==> config.mk <==
export PLATFORM = sky130hd
export DESIGN_NAME = block_bitpacked_delta_decoder_unit
export DESIGN_NICKNAME = d
export VERILOG_FILES = /design/src/rtl/bpd_pkg.sv /design/src/rtl/bpd_unpack_shift.sv /design/src/rtl/bpd_emit.sv /design/src/rtl/block_bitpacked_delta_decoder_unit.sv
export SDC_FILE = /design/constraint.sdc
export NUM_CORES = 1
export LEC_CHECK = 0
export BUFFER_PORTS_ARGS = -buffer_cell sky130_fd_sc_hd__buf_2
export CAP_MARGIN = 20
export CORE_MARGIN = 2
export CORE_UTILIZATION = 40
export CTS_BUF_LIST = sky130_fd_sc_hd__clkbuf_16
export DETAILED_ROUTE_END_ITERATION = 10
export GPL_TIMING_DRIVEN = 0
export SKIP_LAST_GASP = 1
export SLEW_MARGIN = 20
export SYNTH_ARGS = -nofsm -noshare
export SYNTH_HDL_FRONTEND = slang
export SYNTH_SLANG_ARGS = --single-unit
==> constraint.sdc <==
create_clock -name clk -period 7.7 [get_ports clk]
set_input_delay 1.54 -clock clk [delete_from_list [all_inputs] [get_ports clk]]
set_output_delay 1.54 -clock clk [all_outputs]
set_load 0.02 [all_outputs]
==> src/rtl/bpd_pkg.sv <==
// Shared types and constants of the bit-packed delta decoder.
package bpd_pkg;

	localparam int BLOCK_SIZE = 8;
	localparam int PAIR_SIZE  = 2 * BLOCK_SIZE;

	localparam logic [7:0]        BYTE_ESC16 = 8'd254;
	localparam logic [7:0]        BYTE_ESC32 = 8'd255;
	localparam logic signed [8:0] CODE_OVF16 = 9'sd127;
	localparam logic signed [8:0] CODE_OVF32 = 9'sd128;
	localparam logic [3:0]        MAX_WIDTH  = 4'd8;
	localparam logic [15:0]       DIM_RESET  = 16'd1024;

	localparam logic REG_ROW_WIDTH = 1'b0;
	localparam logic REG_ROW_COUNT = 1'b1;

	typedef enum logic [10:0] {
		PH_FIRST     = 11'b000_0000_0001,
		PH_FIRST_S16 = 11'b000_0000_0010,
		PH_FIRST_S32 = 11'b000_0000_0100,
		PH_WIDTH     = 11'b000_0000_1000,
		PH_BLOCK0    = 11'b000_0001_0000,
		PH_BLOCK1    = 11'b000_0010_0000,
		PH_PAIR_S16  = 11'b000_0100_0000,
		PH_PAIR_S32  = 11'b000_1000_0000,
		PH_TAIL      = 11'b001_0000_0000,
		PH_TAIL_S16  = 11'b010_0000_0000,
		PH_TAIL_S32  = 11'b100_0000_0000
	} phase_t;

	typedef enum logic [5:0] {
		SQ_IDLE   = 6'b00_0001,
		SQ_DECODE = 6'b00_0010,
		SQ_ADV    = 6'b00_0100,
		SQ_UNPACK = 6'b00_1000,
		SQ_RUN    = 6'b01_0000,
		SQ_FLUSH  = 6'b10_0000
	} seq_t;

	typedef struct packed {
		logic [31:0] value;
		logic        eor;
		logic        eoi;
		logic [15:0] pd_next;
		logic [15:0] rd_next;
	} emit_t;

endpackage

==> src/rtl/bpd_unpack_shift.sv <==
// Shift unit: takes one biased code of n bits off the low end of the gather word.
module bpd_unpack_shift import bpd_pkg::*; (
	input  logic [63:0]       word,
	input  logic [3:0]        width,
	output logic signed [8:0] code,
	output logic [63:0]       word_next
);

	logic [8:0] mask;
	logic [8:0] raw;
	logic [8:0] bias;

	always_comb begin
		mask = (9'd1 << width) - 9'd1;
		raw  = {1'b0, word[7:0] & mask[7:0]};
		if (width > 4'd1) begin
			bias = (9'd1 << (width - 4'd1)) - 9'd1;
		end else begin
			bias = 9'd0;
		end
		code      = $signed(raw - bias);
		word_next = word >> width;
	end

endmodule

==> src/rtl/bpd_emit.sv <==
// Pixel unit: the shared 32-bit adder plus row and image position tracking.
module bpd_emit import bpd_pkg::*; (
	input  logic [31:0] prev,
	input  logic [31:0] operand,
	input  logic        absolute,
	input  logic [15:0] pixels_done,
	input  logic [15:0] rows_done,
	input  logic [15:0] row_width,
	input  logic [15:0] row_count,
	output emit_t       res
);

	logic [15:0] pd_inc;
	logic [16:0] rd_inc;

	always_comb begin
		pd_inc      = pixels_done + 16'd1;
		rd_inc      = {1'b0, rows_done} + 17'd1;
		res.value   = (absolute ? 32'd0 : prev) + operand;
		res.eor     = pd_inc >= row_width;
		res.eoi     = res.eor && (rd_inc >= {1'b0, row_count});
		res.pd_next = res.eor ? 16'd0 : pd_inc;
		if (!res.eor) begin
			res.rd_next = rows_done;
		end else if (res.eoi) begin
			res.rd_next = 16'd0;
		end else begin
			res.rd_next = rd_inc[15:0];
		end
	end

endmodule

==> src/rtl/block_bitpacked_delta_decoder_unit.sv <==
// Top level of the bit-packed delta decoder: sequencer, state and stream ports.
//
// Takes compressed rows one byte per beat and emits 32-bit pixels. A byte that
// yields at most one pixel by itself passes through accept, decode and hand-off;
// a code byte of a pair block adds a step to test the block for completion. A
// complete block runs the shared shift unit over its eight codes, then the shared adder
// releases one pixel per cycle while the output slot is free, and a last step finds
// the pair's end or an overflow code. Output backpressure can stall the run.
// The input is not ready while a byte is at work. Configure row_width at 0x0 and
// row_count at 0x4 only while idle.
module block_bitpacked_delta_decoder_unit import bpd_pkg::*; (
	input  logic        clk,
	input  logic        arst_n,
	input  logic        psel,
	input  logic        penable,
	input  logic        pwrite,
	input  logic [2:0]  paddr,
	input  logic [31:0] pwdata,
	output logic [31:0] prdata,
	output logic        pready,
	input  logic        s_tvalid,
	output logic        s_tready,
	input  logic [7:0]  s_tdata,   // [7:0] data_byte
	input  logic        s_tuser,   // [0] row_start
	output logic        m_tvalid,
	input  logic        m_tready,
	output logic [31:0] m_tdata,   // [31:0] pixel_value
	output logic        m_tlast,   // last_of_run
	output logic [2:0]  m_tuser    // [0] end_of_row, [1] end_of_image, [2] format_error
);

	seq_t   seq_q, seq_d;
	phase_t ph_q, ph_d, next_sec;

	logic [15:0] rw_q, rc_q;
	logic [15:0] pd_q, pd_d, rd_q, rd_d;
	logic [31:0] prev_q, prev_d;
	logic [4:0]  nte_q, nte_d;
	logic [63:0] gth_q, gth_d, gth_add;
	logic [3:0]  bg_q, bg_d, bg_inc;
	logic [7:0]  bw_q, bw_d, byte_q, byte_d;
	logic [2:0]  unp_cnt_q, unp_cnt_d;
	logic        unp_hi_q, unp_hi_d;
	logic signed [8:0] codes_q [PAIR_SIZE];
	logic signed [8:0] run_code, ext_code;
	logic [63:0] ext_next;
	logic        code_we;
	logic [3:0]  w0c, w1c, ext_w;
	logic        perr;
	logic [31:0] gv16, gv32;
	logic [15:0] rem, rem_base;

	logic        em_fire, em_abs, em_err;
	logic [31:0] em_op;
	emit_t       em;

	logic        pend_valid_q, pend_eor_q, pend_eoi_q, pend_err_q;
	logic [31:0] pend_pix_q;
	logic        out_free, slot_ok, flush_move, move_out;
	logic        out_valid_q, out_last_q, out_eor_q, out_eoi_q, out_err_q;
	logic [31:0] out_pix_q;
	logic        cfg_wr;

	// configuration port
	assign pready = 1'b1;
	assign cfg_wr = psel && penable && pwrite;
	assign prdata = {16'd0, (paddr[2] == REG_ROW_COUNT) ? rc_q : rw_q};

	always_ff @(posedge clk or negedge arst_n) begin
		if (!arst_n) begin
			rw_q <= DIM_RESET;
			rc_q <= DIM_RESET;
		end else if (cfg_wr) begin
			if (paddr[2] == REG_ROW_WIDTH) begin
				rw_q <= pwdata[15:0];
			end else begin
				rc_q <= pwdata[15:0];
			end
		end
	end

	assign w0c  = (bw_q[3:0] > MAX_WIDTH) ? MAX_WIDTH : bw_q[3:0];
	assign w1c  = (bw_q[7:4] > MAX_WIDTH) ? MAX_WIDTH : bw_q[7:4];
	assign perr = (bw_q[3:0] > MAX_WIDTH) || (bw_q[7:4] > MAX_WIDTH);
	assign ext_w = unp_hi_q ? w1c : w0c;

	assign gth_add = gth_q | ({56'd0, byte_q} << {bg_q[2:0], 3'b000});
	assign bg_inc  = bg_q + 4'd1;
	assign gv16    = {{16{gth_add[15]}}, gth_add[15:0]};
	assign gv32    = gth_add[31:0];
	assign run_code = codes_q[nte_q[3:0]];

	bpd_unpack_shift u_shift (
		.word      (gth_q),
		.width     (ext_w),
		.code      (ext_code),
		.word_next (ext_next)
	);

	bpd_emit u_emit (
		.prev        (prev_q),
		.operand     (em_op),
		.absolute    (em_abs),
		.pixels_done (pd_q),
		.rows_done   (rd_q),
		.row_width   (rw_q),
		.row_count   (rc_q),
		.res         (em)
	);

	assign out_free = !out_valid_q || m_tready;
	assign slot_ok  = !pend_valid_q || out_free;
	assign rem_base = em_fire ? em.pd_next : pd_q;
	assign rem      = rw_q - rem_base;
	assign next_sec = (rem >= 16'(PAIR_SIZE)) ? PH_WIDTH : PH_TAIL;
	assign s_tready = (seq_q == SQ_IDLE);

	always_comb begin
		seq_d     = seq_q;
		ph_d      = ph_q;
		pd_d      = pd_q;
		rd_d      = rd_q;
		prev_d    = prev_q;
		nte_d     = nte_q;
		gth_d     = gth_q;
		bg_d      = bg_q;
		bw_d      = bw_q;
		byte_d    = byte_q;
		unp_cnt_d = unp_cnt_q;
		unp_hi_d  = unp_hi_q;
		code_we   = 1'b0;
		em_fire   = 1'b0;
		em_abs    = 1'b0;
		em_err    = 1'b0;
		em_op     = 32'd0;
		flush_move = 1'b0;
		case (seq_q)
			SQ_IDLE: begin
				if (s_tvalid) begin
					byte_d = s_tdata;
					seq_d  = SQ_DECODE;
					if (s_tuser) begin
						ph_d  = PH_FIRST;
						pd_d  = 16'd0;
						nte_d = 5'd0;
						bw_d  = 8'd0;
						gth_d = 64'd0;
						bg_d  = 4'd0;
					end
				end
			end
			SQ_DECODE: begin
				seq_d = SQ_FLUSH;
				case (ph_q)
					PH_FIRST, PH_TAIL: begin
						if (byte_q == BYTE_ESC16) begin
							ph_d  = (ph_q == PH_FIRST) ? PH_FIRST_S16 : PH_TAIL_S16;
							gth_d = 64'd0;
							bg_d  = 4'd0;
						end else if (byte_q == BYTE_ESC32) begin
							ph_d  = (ph_q == PH_FIRST) ? PH_FIRST_S32 : PH_TAIL_S32;
							gth_d = 64'd0;
							bg_d  = 4'd0;
						end else begin
							em_fire = 1'b1;
							em_abs  = (ph_q == PH_FIRST);
							em_op   = {24'd0, byte_q} - 32'd127;
							ph_d    = next_sec;
							gth_d   = 64'd0;
							bg_d    = 4'd0;
						end
					end
					PH_FIRST_S16, PH_TAIL_S16, PH_FIRST_S32, PH_TAIL_S32: begin
						gth_d = gth_add;
						bg_d  = bg_inc;
						if (((ph_q == PH_FIRST_S16 || ph_q == PH_TAIL_S16) && bg_inc >= 4'd2) ||
						    ((ph_q == PH_FIRST_S32 || ph_q == PH_TAIL_S32) && bg_inc >= 4'd4)) begin
							em_fire = 1'b1;
							em_abs  = (ph_q == PH_FIRST_S16 || ph_q == PH_FIRST_S32);
							em_op   = (ph_q == PH_FIRST_S16 || ph_q == PH_TAIL_S16) ? gv16 : gv32;
							ph_d    = next_sec;
							gth_d   = 64'd0;
							bg_d    = 4'd0;
						end
					end
					PH_WIDTH: begin
						bw_d  = byte_q;
						ph_d  = PH_BLOCK0;
						gth_d = 64'd0;
						bg_d  = 4'd0;
						seq_d = SQ_ADV;
					end
					PH_BLOCK0, PH_BLOCK1: begin
						gth_d = gth_add;
						bg_d  = bg_inc;
						seq_d = SQ_ADV;
					end
					PH_PAIR_S16, PH_PAIR_S32: begin
						gth_d = gth_add;
						bg_d  = bg_inc;
						if ((ph_q == PH_PAIR_S16 && bg_inc >= 4'd2) ||
						    (ph_q == PH_PAIR_S32 && bg_inc >= 4'd4)) begin
							em_fire = 1'b1;
							em_op   = (ph_q == PH_PAIR_S16) ? gv16 : gv32;
							em_err  = perr;
							gth_d   = 64'd0;
							bg_d    = 4'd0;
							ph_d    = PH_BLOCK1;
							nte_d   = nte_q + 5'd1;
							seq_d   = SQ_RUN;
						end
					end
					default: begin
						ph_d  = PH_FIRST;
						gth_d = 64'd0;
						bg_d  = 4'd0;
					end
				endcase
			end
			SQ_ADV: begin
				unp_cnt_d = 3'd0;
				if (ph_q == PH_BLOCK0 && bg_q >= w0c) begin
					unp_hi_d = 1'b0;
					seq_d    = SQ_UNPACK;
				end else if (ph_q == PH_BLOCK1 && bg_q >= w1c) begin
					unp_hi_d = 1'b1;
					seq_d    = SQ_UNPACK;
				end else begin
					seq_d = SQ_FLUSH;
				end
			end
			SQ_UNPACK: begin
				code_we   = 1'b1;
				gth_d     = ext_next;
				unp_cnt_d = unp_cnt_q + 3'd1;
				if (unp_cnt_q == 3'(BLOCK_SIZE - 1)) begin
					gth_d = 64'd0;
					bg_d  = 4'd0;
					if (!unp_hi_q) begin
						ph_d  = PH_BLOCK1;
						seq_d = SQ_ADV;
					end else begin
						nte_d = 5'd0;
						seq_d = SQ_RUN;
					end
				end
			end
			SQ_RUN: begin
				if (nte_q[4]) begin
					nte_d = 5'd0;
					ph_d  = next_sec;
					gth_d = 64'd0;
					bg_d  = 4'd0;
					seq_d = SQ_FLUSH;
				end else if (run_code == CODE_OVF32) begin
					ph_d  = PH_PAIR_S32;
					gth_d = 64'd0;
					bg_d  = 4'd0;
					seq_d = SQ_FLUSH;
				end else if (run_code == CODE_OVF16) begin
					ph_d  = PH_PAIR_S16;
					gth_d = 64'd0;
					bg_d  = 4'd0;
					seq_d = SQ_FLUSH;
				end else if (slot_ok) begin
					em_fire = 1'b1;
					em_op   = {{23{run_code[8]}}, run_code};
					em_err  = perr;
					nte_d   = nte_q + 5'd1;
				end
			end
			SQ_FLUSH: begin
				if (!pend_valid_q) begin
					seq_d = SQ_IDLE;
				end else if (out_free) begin
					flush_move = 1'b1;
					seq_d      = SQ_IDLE;
				end
			end
			default: begin
				seq_d = SQ_IDLE;
			end
		endcase
		if (em_fire) begin
			prev_d = em.value;
			pd_d   = em.pd_next;
			rd_d   = em.rd_next;
			if (em.eor) begin
				ph_d  = PH_FIRST;
				nte_d = 5'd0;
				gth_d = 64'd0;
				bg_d  = 4'd0;
				seq_d = SQ_FLUSH;
			end
		end
	end

	assign move_out = (em_fire && pend_valid_q) || flush_move;

	always_ff @(posedge clk or negedge arst_n) begin
		if (!arst_n) begin
			seq_q        <= SQ_IDLE;
			ph_q         <= PH_FIRST;
			pd_q         <= 16'd0;
			rd_q         <= 16'd0;
			prev_q       <= 32'd0;
			nte_q        <= 5'd0;
			gth_q        <= 64'd0;
			bg_q         <= 4'd0;
			bw_q         <= 8'd0;
			unp_cnt_q    <= 3'd0;
			unp_hi_q     <= 1'b0;
			pend_valid_q <= 1'b0;
			out_valid_q  <= 1'b0;
		end else begin
			seq_q     <= seq_d;
			ph_q      <= ph_d;
			pd_q      <= pd_d;
			rd_q      <= rd_d;
			prev_q    <= prev_d;
			nte_q     <= nte_d;
			gth_q     <= gth_d;
			bg_q      <= bg_d;
			bw_q      <= bw_d;
			unp_cnt_q <= unp_cnt_d;
			unp_hi_q  <= unp_hi_d;
			if (em_fire) begin
				pend_valid_q <= 1'b1;
			end else if (flush_move) begin
				pend_valid_q <= 1'b0;
			end
			if (move_out) begin
				out_valid_q <= 1'b1;
			end else if (m_tready) begin
				out_valid_q <= 1'b0;
			end
		end
	end

	// payload registers
	always_ff @(posedge clk) begin
		byte_q <= byte_d;
		if (code_we) begin
			codes_q[{unp_hi_q, unp_cnt_q}] <= ext_code;
		end
		if (em_fire) begin
			pend_pix_q <= em.value;
			pend_eor_q <= em.eor;
			pend_eoi_q <= em.eoi;
			pend_err_q <= em_err;
		end
		if (move_out) begin
			out_pix_q  <= pend_pix_q;
			out_eor_q  <= pend_eor_q;
			out_eoi_q  <= pend_eoi_q;
			out_err_q  <= pend_err_q;
			out_last_q <= flush_move;
		end
	end

	assign m_tvalid = out_valid_q;
	assign m_tdata  = out_pix_q;
	assign m_tlast  = out_last_q;
	assign m_tuser  = {out_err_q, out_eoi_q, out_eor_q};

	a_idle_drained: assert property (@(posedge clk) disable iff (!arst_n)
		s_tready |-> !pend_valid_q)
		else $error("pending pixel left behind at idle");
	a_busy_after_beat: assert property (@(posedge clk) disable iff (!arst_n)
		(s_tvalid && s_tready) |=> !s_tready)
		else $error("input ready right after an accepted beat");
	a_nte_range: assert property (@(posedge clk) disable iff (!arst_n)
		nte_q <= 5'(PAIR_SIZE))
		else $error("code index past pair end");
	a_gather_range: assert property (@(posedge clk) disable iff (!arst_n)
		bg_q <= 4'(BLOCK_SIZE))
		else $error("gather count past eight bytes");
	a_emit_slot: assert property (@(posedge clk) disable iff (!arst_n)
		(em_fire && pend_valid_q) |-> out_free)
		else $error("pixel produced with no room downstream");

endmodule

### After elaboration in Yosys (flattened, before gate mapping)

Memories as Yosys holds them, arrays and structs flattened.
Index checks and enable logic that the tools add are counted.

* shift operators: 4
* multiply operators: 0
* bitwise operators: 3
* reduce and logical (&&, ||, !) cells: 41
* equality and inequality tests: 25
* multiplexer cells: 134
* divide/modulo/power cells: 0
* $add $sub $neg: 12
* magnitude comparators: 10

Operators by type and width (number)
* 64-bit 2-to-1 mux: 10
* 32-bit 2-to-1 mux: 11
* 64-bit one-hot mux with 4 select lines: 1
* 64-bit one-hot mux with 3 select lines: 1
* 11-bit 2-to-1 mux: 14
* 16-bit 2-to-1 mux: 8
* 32-bit one-hot mux with 3 select lines: 1
* 6-bit 2-to-1 mux: 12
* 5-bit 2-to-1 mux: 13
* 64-bit bitwise OR: 1
* 32-bit one-hot mux with 2 select lines: 1
* 8-bit by 6-bit left shift with 64-bit output: 1
* 64-bit by 4-bit >> shifter with 64-bit output: 1
* 11-bit one-hot mux with 5 select lines: 1
* 4-bit 2-to-1 mux: 13
* 11-bit one-hot mux with 4 select lines: 1
* 6-bit one-hot mux with 6 select lines: 1
* 32-bit adder: 1
* 1-bit 2-to-1 mux: 30
* 8-bit 2-to-1 mux: 3
* 5-bit one-hot mux with 4 select lines: 1
* 9-bit 2-to-1 mux: 2
* 16-bit by 1-bit adder with 17-bit output (second input constant): 1
* 17-bit by 16-bit >= comparator with 1-bit output: 1
* 62 further kinds: 99

* output and inout bits: 71
* latch bits: 0
* register bits after elaboration: 279
* memories: 1
* word-level logic and storage cells: 255
* bits in writable memories: 144
* bits of input ports: 51
* bits in read-only memories: 0

Memory list
* codes_q: words 16, width 9, read ports 1, clocked after memory_dff 0, write ports 1, line block_bitpacked_delta_decoder_unit.sv:44 `logic signed [8:0] codes_q [PAIR_SIZE];`

### Depth between registers and ports, before layout

* word-level depth: 18
* depth in mapped cells: 28
* mapped depth without buffers: 26

### Cells and area by module

From an unflattened synthesis, not the netlist that was laid out.

* cell total of the unflattened synthesis: 2395
* area, all modules: 26447.9 um^2

By module, submodules not included
* block_bitpacked_delta_decoder_unit: area an instance 19381.1 um^2, cells an instance 1514, times used 1
* bpd_emit: area an instance 3563.4 um^2, cells an instance 528, times used 1
* bpd_unpack_shift: area an instance 3503.4 um^2, cells an instance 353, times used 1

### Least setup slack after synthesis

OpenSTA, ideal clock, no wires.

* path type: reg-to-reg
* start: reg pd_q[0]
* end: reg ph_q[3]
* path buffers: 1
* library setup time: 133 ps
* stages on the path, launching flop included: 27
* clock period less this slack: 5830 ps
* path slack: 1870 ps
* arrival: 5696 ps
* cell sequence: dfrtp_1 ha_1 and3_1 and3_1 and3_1 clkbuf_1 and3_1 nand3_1 xnor2_1 ha_1 nand4_1 or4_1 o21ai_0 a21oi_1 nand2_1 nor2_1 a22oi_1 fa_1 a21o_1 a221o_1 o221ai_1 o32a_1 o2111ai_1 a2111oi_0 nand4_1 a22oi_1 nand3_1

* word-level cells in the longest chain between the ends: 13
* elaborated cells on any way between the ends: 15
* those cells by class: add/sub: 2; order compare: 2; mux: 11

Ends and longest elaborated chain
* start: declaration: line block_bitpacked_delta_decoder_unit.sv:36 `logic [15:0] pd_q, pd_d, rd_q, rd_d;`
* start signal: assignment: line block_bitpacked_delta_decoder_unit.sv:318 `pd_q <= pd_d;`
* 16-bit by 1-bit adder with 16-bit output: line bpd_emit.sv:17 `pd_inc = pixels_done + 16'd1;`
* 16-bit >= comparator: line bpd_emit.sv:20 `res.eor = pd_inc >= row_width;`
* 16-bit 2-to-1 mux: line bpd_emit.sv:22 `res.pd_next = res.eor ? 16'd0 : pd_inc;`
* 16-bit 2-to-1 mux: line block_bitpacked_delta_decoder_unit.sv:113 `assign rem_base = em_fire ? em.pd_next : pd_q;`
* 16-bit subtractor: line block_bitpacked_delta_decoder_unit.sv:114 `assign rem = rw_q - rem_base;`
* 16-bit by 5-bit >= comparator with 1-bit output: line block_bitpacked_delta_decoder_unit.sv:115 `assign next_sec = (rem >= 16'(PAIR_SIZE)) ? PH_WIDTH : PH_TAIL;`
* 9-bit 2-to-1 mux: line block_bitpacked_delta_decoder_unit.sv:115
* 11-bit 2-to-1 mux: line block_bitpacked_delta_decoder_unit.sv:160 `end else if (byte_q == BYTE_ESC32) begin`
* 11-bit 2-to-1 mux: line block_bitpacked_delta_decoder_unit.sv:156 `if (byte_q == BYTE_ESC16) begin`
* 11-bit one-hot mux with 5 select lines: line block_bitpacked_delta_decoder_unit.sv:154 `case (ph_q)`
* 11-bit one-hot mux with 4 select lines: line block_bitpacked_delta_decoder_unit.sv:137 `case (seq_q)`
* 11-bit 2-to-1 mux: line block_bitpacked_delta_decoder_unit.sv:288 `if (em.eor) begin`
* 11-bit 2-to-1 mux (*): line block_bitpacked_delta_decoder_unit.sv:284 `if (em_fire) begin`
* named net ph_d[3]: line block_bitpacked_delta_decoder_unit.sv:33 `phase_t ph_q, ph_d, next_sec;`
* end signal: assignment: line block_bitpacked_delta_decoder_unit.sv:317 `ph_q <= ph_d;`
* end: declaration: line block_bitpacked_delta_decoder_unit.sv:33

Mark *: on every way through the listed nets, which the timed path passes. The rest lies on a longest branch.
A chain may end at the register's enable or synchronous reset.

### Worst setup path after layout

Same ends and word-level chain as after synthesis.

==> impl_metrics.json <==
{
  "status": "finished clean",
  "drt_iter0_drc": 2243,
  "grt_usage_pct": 23.60,
  "p_leak_nw": 13.54,
  "port_buffers": 85,
  "max-slew-margin-rel_pct": 19.41,
  "cts_tree": "built",
  "postSynthCellCount": 2515,
  "mappedNetlistArea_um2": 26230,
  "cts_sinks": 423,
  "worst_pin_slew_ps": 1200,
  "clock_latency_ps": 610,
  "synth_seq_cells": 423,
  "rows": 93,
  "holdPathStages": 0,
  "cts-root-buf": "clkbuf_16",
  "num_vias": 21090,
  "worst_path_most_repeated_cell": "and3_1",
  "start_util_pct": 40.54,
  "antenna_found_initial": 1,
  "fill_cells": 6093,
  "hpwl_um": 58820,
  "finalMaxSlewViolations": 0,
  "r2r_start": "pd_q[0]",
  "tns_ps": 0,
  "setup_viol": 0,
  "final_common_cell": "nand2_1",
  "grt_pass1_wl_um": 123800,
  "yosysSeqAreaShare_pct": 44.63,
  "postPlaceCellArea_um2": 27850,
  "required_ps": 8230,
  "setup_ws_ps": 582.4,
  "fmax_mhz": 140.5,
  "skew_ps": 17.60,
  "slowest_delay_ps": 500,
  "ant_nets": 0,
  "n_antenna_cell": 0,
  "r2r-end": "ph_q[3]",
  "drv_cap": 0,
  "min_period_ps": 7118,
  "grt_start_max_net_pins": 87,
  "hold_viol_final": 0,
  "ys_types": 89,
  "final_nets": 2832,
  "place.gp.congestion": 0.9396,
  "grt_pass1_vias": 20750,
  "die_height_um": 260.1,
  "critPathSlowestCell": "nor2_2",
  "worstHoldPathType": "flip-flop to flip-flop",
  "final_core_util_pct": 45.66,
  "async_flop_share_pct": 47.28,
  "crit_path_start_kind": "flip-flop",
  "fin_area_um2": 29540,
  "routed_wl_um": 80330,
  "r2r_cells": 26,
  "min_to": "m_tdata[3]",
  "drive_above_1_share_pct": 12.60,
  "cp.arrival_ps": 7650,
  "critical_path_class": "flip-flop to flip-flop",
  "regArea_um2": 11710,
  "power_density_nw_per_um2": 258.5,
  "clk_pin_slew_ps": 60,
  "cts_hold_buf": 0,
  "io_pins": 122,
  "grt_overflow_total": 0,
  "dieArea_um2": 67630,
  "ys_warn_count": 0,
  "synthToLayoutAreaGrowth_pct": 12.64,
  "core_area_um2": 64700,
  "critPathLaunch": "pd_q[0]",
  "multi_input_area_um2": 13540,
  "first_pass_iters": 10,
  "synth_edf_count": 223,
  "crit_fanout": 10,
  "period_share_pct": 92.44,
  "min-delay-start": "pend_pix_q[3]",
  "cts_buffers": 46,
  "endpoint_kind": "flip-flop",
  "grt_setup_unrepaired": "false",
  "syn_area_per_cell_um2": 10.43,
  "routed_via_density": 5.922,
  "htreeDepth": 2,
  "die_w_um": 260.1,
  "clockBufferDepth": 3,
  "post_drt_wl_per_cell_um": 22.56,
  "drc_errors": 0,
  "r2r_slack_ps": 580,
  "synthFlopType": "edfxtp_1",
  "dpl_worst_slack_ps": 71.34,
  "peakVddDrop_mv": 0.1971,
  "final_cell_mix": "nand2_1, edfxtp_1, dfrtp_1, nor2_1, mux2i_1",
  "finalPower_mw": 7.638
}
[sequential cells by signal, indices dropped and copies added (netlist names), 3 cells and up]
| signal | count |
|---|---|
| bw_q | 8 |
| m_tdata | 32 |
| prev_q | 32 |
| nte_q | 5 |
| codes_q | 144 |
| bg_q | 4 |
| gth_q | 64 |
| rd_q | 16 |
| rc_q | 16 |
| pd_q | 16 |
| seq_q | 6 |
| ph_q | 11 |
| pend_pix_q | 32 |
| rw_q | 16 |
| unp_cnt_q | 3 |
| byte_q | 8 |
[cells by family after synthesis]
family                   count (synthesis)  share of synthesized area (%)
XOR/XNOR                                73                          2.438
other                                    2                        0.02863
multiplexers                           266                          12.64
flip-flops                             423                          44.63
buffers and inverters                  259                          4.208
AO/OA/AOI/OAI                          656                          17.28
AND/OR/NAND/NOR                        723                          13.30
adder cells (fa/ha/maj)                113                          5.477
[cell usage after synthesis, drive strengths merged, types with 13 or more instances]
cell     number  area (um^2)
nand2       237        889.6
and2         24        150.1
xnor2        40        350.3
o211ai       18        135.1
o21ai       146        742.0
mux2         52        585.6
clkbuf      103        386.6
a222oi       41        410.4
nand2b       26        162.7
a221oi       18        157.7
nand3        38        195.2
nor3         38        190.2
o21a         16        120.1
a41o         26        260.3
a22oi        32        240.2
dfrtp       196         4905
xor2         33        289.0
ha          110         1376
a22o         17        148.9
a21o         79        593.1
edfxtp      223         6696
nor2        183        686.9
o2111ai      13        113.9
mux4         47         1059
inv          92        345.3
a31oi        27        183.9
buf          64        371.6
and3         39        244.0
o31ai        13        102.6
nor2b        65        406.6
a21oi       133        669.4
mux2i       167         1672
nand4        14        93.84
[where the power goes]
group / internal (mW) / leakage (nW) / switching (mW)
sequential: 2.81 / 4.73 / 0.129
clock: 1.40 / 0.807 / 0.972
combinational: 0.738 / 8.00 / 1.58
total: 4.95 / 13.5 / 2.68
[repair_timing]
action / in CTS / in global routing
setup buffers: 0 / 1
resized for setup: 0 / 6
setup endpoints to repair: 0 / 2
[worst max path at each step]
stage / endpoint / depth (start not counted)
floorplan: ph_q[3] / 26
global placement: ph_q[3] / 26
detailed placement: ph_q[3] / 24
CTS: ph_q[3] / 24
global route: ph_q[3] / 29
finish: ph_q[3] / 26
[through the flow]
stage / hold WS, ps / std cells
2_1_floorplan: 400.3 / 2531
3_3_place_gp: 400.7 / 3471
3_5_place_dp: 404.5 / 3473
6_report: 416.8 / 3561
4_1_cts: 418.6 / 3559
5_1_grt: 422.7 / 3561
[metal layers]
layer	GRT usage, %	wire (um)	vias to the layer above
met5	0	10	-
met2	38.33	37370	793
li1	-	-	9717
met1	32.73	35380	10410
met4	7.508	2553	2
met3	3.109	5017	169
[layout make-up]
| class | instances | share of cell area (%) |
|---|---|---|
| Tap cell | 855 | 3.621 |
| Multi-Input combinational cell | 1849 | 45.82 |
| Clock inverter | 40 | 1.588 |
| Buffer | 167 | 2.571 |
| Clock buffer | 46 | 3.896 |
| Inverter | 92 | 1.169 |
| Timing Repair Buffer | 89 | 1.711 |
| Sequential cell | 423 | 39.62 |
[critical path, delay by kind of cell, from the launching register on]
family	cells	cell delay [ps]
adder cells (fa/ha/maj)	3	900
buffers and inverters	1	270
flip-flops	1	460
AO/OA/AOI/OAI	9	2350
XOR/XNOR	1	340
AND/OR/NAND/NOR	12	2720
Power figures use the tool's default switching activity.
